--- config.mk ---
export PLATFORM = sky130hd
export DESIGN_NAME = multi_task_watchdog_supervisor_unit
export DESIGN_NICKNAME = d
export VERILOG_FILES = /design/src/design/mtw_pkg.sv /design/src/design/mtw_slot_mem.sv /design/src/design/mtw_slot_upd.sv /design/src/design/multi_task_watchdog_supervisor_unit.sv
export SDC_FILE = /design/constraint.sdc
export NUM_CORES = 1
export LEC_CHECK = 0
export ABC_CLOCK_PERIOD_IN_PS = 3600
export BUFFER_PORTS_ARGS = -buffer_cell sky130_fd_sc_hd__buf_2
export CORE_ASPECT_RATIO = 0.7
export CORE_MARGIN = 8
export CORE_UTILIZATION = 59
export CTS_BUF_LIST = sky130_fd_sc_hd__clkbuf_2
export CTS_CLUSTER_SIZE = 40
export DETAILED_ROUTE_END_ITERATION = 8
export GPL_TIMING_DRIVEN = 0
export PLACE_DENSITY = 0.79
export SLEW_MARGIN = 20
export SYNTH_ARGS = -nofsm -noshare
export SYNTH_HDL_FRONTEND = slang
export SYNTH_SLANG_ARGS = --single-unit
--- constraint.sdc ---
create_clock -name clk -period 3.6 [get_ports clk]
set_clock_uncertainty 0.1 [all_clocks]
set_input_delay 0.36 -clock clk [delete_from_list [all_inputs] [get_ports clk]]
set_output_delay 0.36 -clock clk [all_outputs]
set_load 0.01 [all_outputs]
--- src/design/mtw_pkg.sv ---
`default_nettype none

package mtw_pkg;

    // command codes carried in the mode field
    typedef enum logic [2:0] {
        MODE_REGISTER = 3'd0,
        MODE_FEED     = 3'd1,
        MODE_TICK     = 3'd2,
        MODE_DISABLE  = 3'd3,
        MODE_ENABLE   = 3'd4
    } mode_t;

    // sequencer states
    typedef enum logic [1:0] {
        ST_IDLE,
        ST_FEED,
        ST_WALK
    } state_t;

    // operation of the shared slot update unit
    typedef enum logic {
        OP_TICK,
        OP_RELOAD
    } upd_op_t;

    // input word
    typedef struct packed {
        logic [2:0] mode;
        logic [7:0] watcher_id;
        logic [7:0] timeout_value;
    } req_t;

    // result word
    typedef struct packed {
        logic kick_hardware;
        logic id_accepted;
    } rsp_t;

    // one slot entry as stored in the table
    typedef struct packed {
        logic [7:0] timeout;
        logic [7:0] countdown;
    } slot_t;

    // status from the update unit
    typedef struct packed {
        slot_t slot;
        logic  stall;
    } upd_res_t;

endpackage

`default_nettype wire

--- src/design/mtw_slot_mem.sv ---
`default_nettype none

module mtw_slot_mem #(
    parameter int DEPTH = 16,
    parameter int AW    = 4
) (
    input  wire logic           clk,
    input  wire logic           rst_n,
    input  wire logic           wr_en,
    input  wire logic [AW-1:0]  wr_addr,
    input  wire mtw_pkg::slot_t wr_data,
    input  wire logic [AW-1:0]  rd_addr,
    output mtw_pkg::slot_t      rd_data
);

    mtw_pkg::slot_t   mem [DEPTH];
    logic [DEPTH-1:0] valid_reg;
    mtw_pkg::slot_t   rd_data_reg;
    logic             rd_valid_reg;

    // slot storage, no reset
    always_ff @(posedge clk)
    begin
        if (wr_en)
        begin
            mem[wr_addr] <= wr_data;
        end
        rd_data_reg <= mem[rd_addr];
    end

    // per-slot written flags, a slot never written reads as zero
    always_ff @(posedge clk or negedge rst_n)
    begin
        if (!rst_n)
        begin
            valid_reg    <= '0;
            rd_valid_reg <= 1'b0;
        end
        else
        begin
            if (wr_en)
            begin
                valid_reg[wr_addr] <= 1'b1;
            end
            rd_valid_reg <= valid_reg[rd_addr];
        end
    end

    assign rd_data = rd_valid_reg ? rd_data_reg : '0;

endmodule

`default_nettype wire

--- src/design/mtw_slot_upd.sv ---
`default_nettype none

module mtw_slot_upd (
    input  wire mtw_pkg::upd_op_t op,
    input  wire mtw_pkg::slot_t   slot_in,
    output mtw_pkg::upd_res_t     res
);

    logic [7:0] dec;

    // saturating decrement of the countdown
    assign dec = (slot_in.countdown != 8'd0) ? slot_in.countdown - 8'd1 : 8'd0;

    always_comb
    begin
        res.slot  = slot_in;
        res.stall = 1'b0;
        case (op)
            mtw_pkg::OP_TICK:
            begin
                // inactive slots are left alone and never block the kick
                if (slot_in.timeout != 8'd0)
                begin
                    res.slot.countdown = dec;
                    res.stall          = (dec == 8'd0);
                end
            end
            mtw_pkg::OP_RELOAD:
            begin
                res.slot.countdown = slot_in.timeout;
            end
            default:
            begin
                res.slot = slot_in;
            end
        endcase
    end

endmodule

`default_nettype wire

--- src/design/multi_task_watchdog_supervisor_unit.sv ---
`default_nettype none

// Multi-task watchdog supervisor.
// Command channel: req is taken at a rising edge where start is high and
// busy is low. Each command gives exactly one response word on rsp, shown
// for one cycle with done high; the receiver cannot stall it.
// Register, disable, enable-while-enabled, tick-while-disabled, feed with a
// rejected id and unknown modes answer in the cycle after start (busy stays
// low). Feed of an accepted id reads the slot, writes it back in ST_FEED
// while busy, and answers after that. Tick while enabled, and enable while
// disabled, walk the whole slot table through the single update unit and
// the one-read, one-write slot memory: one slot per cycle, pipelined over
// the registered read; busy stays high until the last slot is written
// back, and the response follows.
// Reset: all slots read as inactive with zero countdown, supervision is on,
// the sequencer is idle and no response is pending. No clearing pass is
// run; per-slot written flags mask slots never written.

module multi_task_watchdog_supervisor_unit #(
    parameter int SLOT_COUNT = 16
) (
    input  wire logic          clk,
    input  wire logic          rst_n,
    input  wire logic          start,
    output logic               busy,
    input  wire mtw_pkg::req_t req,
    output logic               done,
    output mtw_pkg::rsp_t      rsp
);

    localparam int AW = (SLOT_COUNT > 1) ? $clog2(SLOT_COUNT) : 1;

    mtw_pkg::state_t  state_reg, state_next;
    mtw_pkg::upd_op_t op_reg, op_next;
    logic             on_reg, on_next;
    logic [AW:0]      idx_reg, idx_next;
    logic             pend_reg, pend_next;
    logic [AW-1:0]    addr_reg, addr_next;
    logic             kick_reg, kick_next;
    logic             done_reg, done_next;
    mtw_pkg::rsp_t    rsp_reg, rsp_next;

    logic              wr_en;
    logic [AW-1:0]     wr_addr;
    mtw_pkg::slot_t    wr_data;
    logic [AW-1:0]     rd_addr;
    mtw_pkg::slot_t    rd_data;
    mtw_pkg::upd_op_t  upd_op;
    mtw_pkg::upd_res_t upd_res;
    logic              id_ok;

    mtw_slot_mem #(
        .DEPTH (SLOT_COUNT),
        .AW    (AW)
    ) u_mem (
        .clk     (clk),
        .rst_n   (rst_n),
        .wr_en   (wr_en),
        .wr_addr (wr_addr),
        .wr_data (wr_data),
        .rd_addr (rd_addr),
        .rd_data (rd_data)
    );

    mtw_slot_upd u_upd (
        .op      (upd_op),
        .slot_in (rd_data),
        .res     (upd_res)
    );

    assign id_ok = (req.watcher_id < 8'(SLOT_COUNT));
    assign busy  = (state_reg != mtw_pkg::ST_IDLE);
    assign done  = done_reg;
    assign rsp   = rsp_reg;

    // control registers
    always_ff @(posedge clk or negedge rst_n)
    begin
        if (!rst_n)
        begin
            state_reg <= mtw_pkg::ST_IDLE;
            on_reg    <= 1'b1;
            idx_reg   <= '0;
            pend_reg  <= 1'b0;
            done_reg  <= 1'b0;
        end
        else
        begin
            state_reg <= state_next;
            on_reg    <= on_next;
            idx_reg   <= idx_next;
            pend_reg  <= pend_next;
            done_reg  <= done_next;
        end
    end

    // datapath registers
    always_ff @(posedge clk)
    begin
        op_reg   <= op_next;
        addr_reg <= addr_next;
        kick_reg <= kick_next;
        rsp_reg  <= rsp_next;
    end

    // sequencer
    always_comb
    begin
        state_next = state_reg;
        op_next    = op_reg;
        on_next    = on_reg;
        idx_next   = idx_reg;
        pend_next  = pend_reg;
        addr_next  = addr_reg;
        kick_next  = kick_reg;
        done_next  = 1'b0;
        rsp_next   = rsp_reg;
        wr_en      = 1'b0;
        wr_addr    = addr_reg;
        wr_data    = upd_res.slot;
        rd_addr    = idx_reg[AW-1:0];
        upd_op     = op_reg;

        case (state_reg)
            mtw_pkg::ST_IDLE:
            begin
                rd_addr   = req.watcher_id[AW-1:0];
                addr_next = req.watcher_id[AW-1:0];
                idx_next  = '0;
                pend_next = 1'b0;
                kick_next = 1'b1;
                if (start)
                begin
                    rsp_next.kick_hardware = 1'b0;
                    rsp_next.id_accepted   = 1'b1;
                    done_next              = 1'b1;
                    case (req.mode)
                        mtw_pkg::MODE_REGISTER:
                        begin
                            rsp_next.id_accepted = id_ok;
                            wr_en                = id_ok;
                            wr_addr              = req.watcher_id[AW-1:0];
                            wr_data.timeout      = req.timeout_value;
                            wr_data.countdown    = req.timeout_value;
                        end
                        mtw_pkg::MODE_FEED:
                        begin
                            if (id_ok)
                            begin
                                done_next  = 1'b0;
                                op_next    = mtw_pkg::OP_RELOAD;
                                state_next = mtw_pkg::ST_FEED;
                            end
                            else
                            begin
                                rsp_next.id_accepted = 1'b0;
                            end
                        end
                        mtw_pkg::MODE_TICK:
                        begin
                            if (on_reg)
                            begin
                                done_next  = 1'b0;
                                op_next    = mtw_pkg::OP_TICK;
                                state_next = mtw_pkg::ST_WALK;
                            end
                            else
                            begin
                                rsp_next.kick_hardware = 1'b1;
                            end
                        end
                        mtw_pkg::MODE_DISABLE:
                        begin
                            on_next = 1'b0;
                        end
                        mtw_pkg::MODE_ENABLE:
                        begin
                            if (!on_reg)
                            begin
                                done_next  = 1'b0;
                                op_next    = mtw_pkg::OP_RELOAD;
                                state_next = mtw_pkg::ST_WALK;
                            end
                        end
                        default:
                        begin
                            done_next = 1'b1;
                        end
                    endcase
                end
            end

            mtw_pkg::ST_FEED:
            begin
                // slot read is back, write countdown from timeout
                upd_op                 = mtw_pkg::OP_RELOAD;
                wr_en                  = 1'b1;
                done_next              = 1'b1;
                rsp_next.kick_hardware = 1'b0;
                rsp_next.id_accepted   = 1'b1;
                state_next             = mtw_pkg::ST_IDLE;
            end

            mtw_pkg::ST_WALK:
            begin
                // write back the slot read last cycle
                if (pend_reg)
                begin
                    wr_en = 1'b1;
                    if (upd_res.stall)
                    begin
                        kick_next = 1'b0;
                    end
                end
                // issue the next slot read
                if (idx_reg < (AW+1)'(SLOT_COUNT))
                begin
                    idx_next  = idx_reg + 1'b1;
                    pend_next = 1'b1;
                    addr_next = idx_reg[AW-1:0];
                end
                else
                begin
                    pend_next = 1'b0;
                    if (!pend_reg)
                    begin
                        done_next              = 1'b1;
                        rsp_next.kick_hardware = (op_reg == mtw_pkg::OP_TICK) && kick_reg;
                        rsp_next.id_accepted   = 1'b1;
                        if (op_reg == mtw_pkg::OP_RELOAD)
                        begin
                            on_next = 1'b1;
                        end
                        state_next = mtw_pkg::ST_IDLE;
                    end
                end
            end

            default:
            begin
                state_next = mtw_pkg::ST_IDLE;
            end
        endcase
    end

`ifndef SYNTH
    // a response only follows an accepted command or a busy period
    assert property (@(posedge clk) disable iff (!rst_n)
        done |-> $past(busy || start))
        else $error("response without a command");

    // a kick is never paired with a rejected id
    assert property (@(posedge clk) disable iff (!rst_n)
        (done && rsp.kick_hardware) |-> rsp.id_accepted)
        else $error("kick with rejected id");

    // feed write-back is entered from idle and goes straight back to idle
    assert property (@(posedge clk) disable iff (!rst_n)
        (state_reg == mtw_pkg::ST_FEED) |=> (state_reg == mtw_pkg::ST_IDLE))
        else $error("feed state held too long");
`endif

endmodule

`default_nettype wire
==> summary.txt <==
Worst setup path
  • CP Max Fanout: 10
  • CP required: 3.99 ns
  • Worst-path cell chain: inv_1 -> ha_1 -> buf_4 -> nand4bb_1 -> buf_4 -> nor2_4 -> mux2_2 -> buf_2 -> nor4_4 -> buf_2 -> buf_4
  • Setup slack, reg-to-reg: 0.05 ns
  • R2R depth: 11
  • Worst path slowest cell: nor4_4
  • Worst setup SP type: flop
  • Critical path buffers and inverters: 6
  • Crit path kind: flop to flop
  • CP delay by family, top: buffers and inverters
  • Crit end category: flop
  • Reg2reg end: u_mem.mem[12][7]$_DFFE_PP_
  • Worst Path Arrival: 3.94 ns
  • Worst flop-to-flop path startpoint: state_reg[1]$_DFFE_PN0P_
  • Max incr delay on CP: 0.50 ns
  • Most used cell, CP: buf_4

Routing
  • Vias per cell: 6.54
  • Final wirelength: 31,000 um
  • DRT antenna net count: 0
  • # DRC: 0
  • Via count: 7,898
  • DR iter-0 viols: 1,042
  • WL/cell: 25.7 um
  • Drt first pass iters: 5

Synth
  • Unique cell type count in the Yosys netlist: 69
  • Post-synth top area cell: edfxtp_1
  • Leading register cell type out of synthesis: edfxtp_1
  • Flop and latch count out of synthesis: 307
  • Top cell type's share of synthesized area: 62.6%
  • Ys async rst share: 8.79%
  • Post-synth EDFFs: 264
  • Most numerous cell in the Yosys netlist: edfxtp_1
  • Post-Synthesis Cell Area: 12,700 um^2
  • Yosys warnings: 0
  • Mapped Cells: 717
  • Post-synthesis net count: 745
  • Syn_area_per_cell: 17.7 um^2
  • Top cells by count, synth: 264 x edfxtp_1, 68 x mux4_2, 43 x nand2_1
  • Seq/Total Area, Yosys: 70.4%
  • Largest cells by area after synthesis: edfxtp_1 63%, mux4_2 12%, dfrtp_1 5.1%, dfxtp_1 2.5%, a22oi_1 2.0%

Placed design
  • Placed Cells: 1,062
  • DP HPWL: 21,400 um
  • PortBufs: 24
  • GP Congestion: 0.899

Power and ir drop
  • Pwr/cell area: 753 nW/um^2
  • Tot Pwr: 10.9 mW
  • Leakage: 5.12 nW
  • Max VDD drop: 0.000414 V

Final layout
  • Antenna Cells: 0
  • Layout cells sized above 1: 34.0%
  • Largest register FFs: 256
  • Post-Layout Cell Count: 1,208
  • Area Overhead vs Synth: 14.3%
  • Layout net count: 903

Floorplanning
  • Die height: 139 um
  • Die area: 26,500 um^2
  • Num rows: 45
  • # IOs: 26
  • Core Area: 21,400 um^2
  • Starting Density: 59.2%
  • Die X: 191 um

Clock network
  • Clock-pin slew on the worst setup and hold paths: 0.11 ns
  • CTS Root Cell: clkbuf_2
  • Bufs on Longest Clock Path: 3
  • Cts bufs inserted: 72
  • H-tree depth: 3
  • Clk sinks: 307
  • Clock latency on the worst-skew pair: 0.79 ns
  • CTS tree: yes

Global routing
  • First-pass GRT wire length: 46,800 um
  • Antenna violations before repair: 0
  • GR Util All Layers: 23.4%
  • Pin count of the biggest net entering global routing: 23
  • Overflow after GRT: 0
  • Vias in the first global route: 7,840

STA
  • Worst slew margin: 17.4%
  • Final worst-path cycle share: 98.6%
  • Worst slew pin tran: 1.24 ns
  • Max Slew Vio Count: 0
  • Final Hold Viols: 0
  • Final min period: 3.55 ns
  • Fmax: 282 MHz
  • Final setup viols: 0

Worst hold path
  • HP Start: req[4]
  • Worst hold path depth: 3
  • Hold Crit Class: input port to flop
  • Hold EP: u_mem.mem[13][4]$_DFFE_PP_

Job
  • Max-cap violations: 0

Status
  • Outcome: finished clean
what timing repair did:
item | CTS | global route
hold buffers | 14 | 0
endpoints found under the hold margin | 49 | 0
endpoints found under the setup margin | 99 | 165
gates resized for setup | 10 | 12
buffers inserted | 0 | 8
pin swaps | 0 | 7
cloned | 0 | 0
layout by cell type (no fill, tap or decap), drive strengths merged, types with 6 or more instances in the layout:
cell type	instances
buf	95
a31oi	8
clkinv	15
mux4	68
mux2	7
edfxtp	264
dfxtp	16
inv	27
ha	6
nand2	43
or4	7
a22oi	34
o31ai	7
dlygate4sd3	14
clkbuf	123
nor2	15
mux2i	7
nor4	18
a21oi	10
dfrtp	26
o41ai	14
o21ai	15
cells by family (layout without fill, tap and decap cells):
kind of cell / count (synthesis) / count (layout) / synth area share [%]
fa+ha+maj: 6 / 6 / 0.593
mux: 82 / 82 / 13.3
buf+inv: 66 / 275 / 2.33
compound gates: 136 / 136 / 8.12
xor+xnor: 5 / 5 / 0.346
flops: 307 / 307 / 70.4
simple gates: 115 / 115 / 4.91
per-layer routing:
layer | share of wire [%] | GRT usage [%]
met4 | 2.1 | 6.42
met3 | 11 | 4.97
met5 | 0 | 0
met1 | 40 | 34.6
met2 | 47 | 34.8
per-stage QoR:
step | setup slack (ns) | instance area (um^2) | hold WS [ns] | setup TNS (ns) | util [%]
after global routing | -0.0147 | 14500 | 0.0330 | -0.0494 | 67.7
final | 0.0491 | 14500 | 0.0547 | 0 | 67.7
after CTS | -0.0323 | 14300 | 0.0111 | -0.281 | 67.0
after detailed placement | -0.0975 | 13500 | 0.322 | -4.85 | 63.0
after global placement | -2.08 | 13100 | 0.287 | -405.59 | 61.5
after floorplan | -0.359 | 12700 | -0.0356 | -52.59 | -
worst register-to-register path: cells and delay by family (launching register included):
kind / cells / cell delay, ns
adder cells (fa/ha/maj): 1 / 0.16
buffers and inverters: 6 / 1.30
flip-flops: 1 / 0.44
multiplexers: 1 / 0.44
AND/OR/NAND/NOR: 3 / 0.82
power breakdown:
group          internal, mW  switching [mW]
Sequential             4.82           0.235
Combinational          1.24            2.46
Clock                 0.856            1.29
Total                  6.93            3.99
how the worst max path moves through the flow:
stage | end | start | depth (start not counted)
floorplan | u_mem.mem[12][0]$_DFFE_PP_ | state_reg[0]$_DFFE_PN0P_ | 9
global placement | u_mem.mem[12][12]$_DFFE_PP_ | state_reg[0]$_DFFE_PN0P_ | 9
detailed placement | u_mem.mem[7][13]$_DFFE_PP_ | state_reg[0]$_DFFE_PN0P_ | 10
CTS | u_mem.mem[4][13]$_DFFE_PP_ | state_reg[0]$_DFFE_PN0P_ | 11
global route | u_mem.mem[12][13]$_DFFE_PP_ | state_reg[1]$_DFFE_PN0P_ | 11
finish | u_mem.mem[12][7]$_DFFE_PP_ | state_reg[1]$_DFFE_PN0P_ | 11
layout make-up:
cell class              count  area (um^2)
flip-flops and latches    307         8920
fillers                  1414         6910
multi-input cells         344         3720
repair buffers             85          559
clock buffers             107          536
well taps                 282          353
plain buffers              40          203
clock inverters            18         95.1
inverters                  25         93.8
No activity file was read; power rests on OpenSTA's default activity.
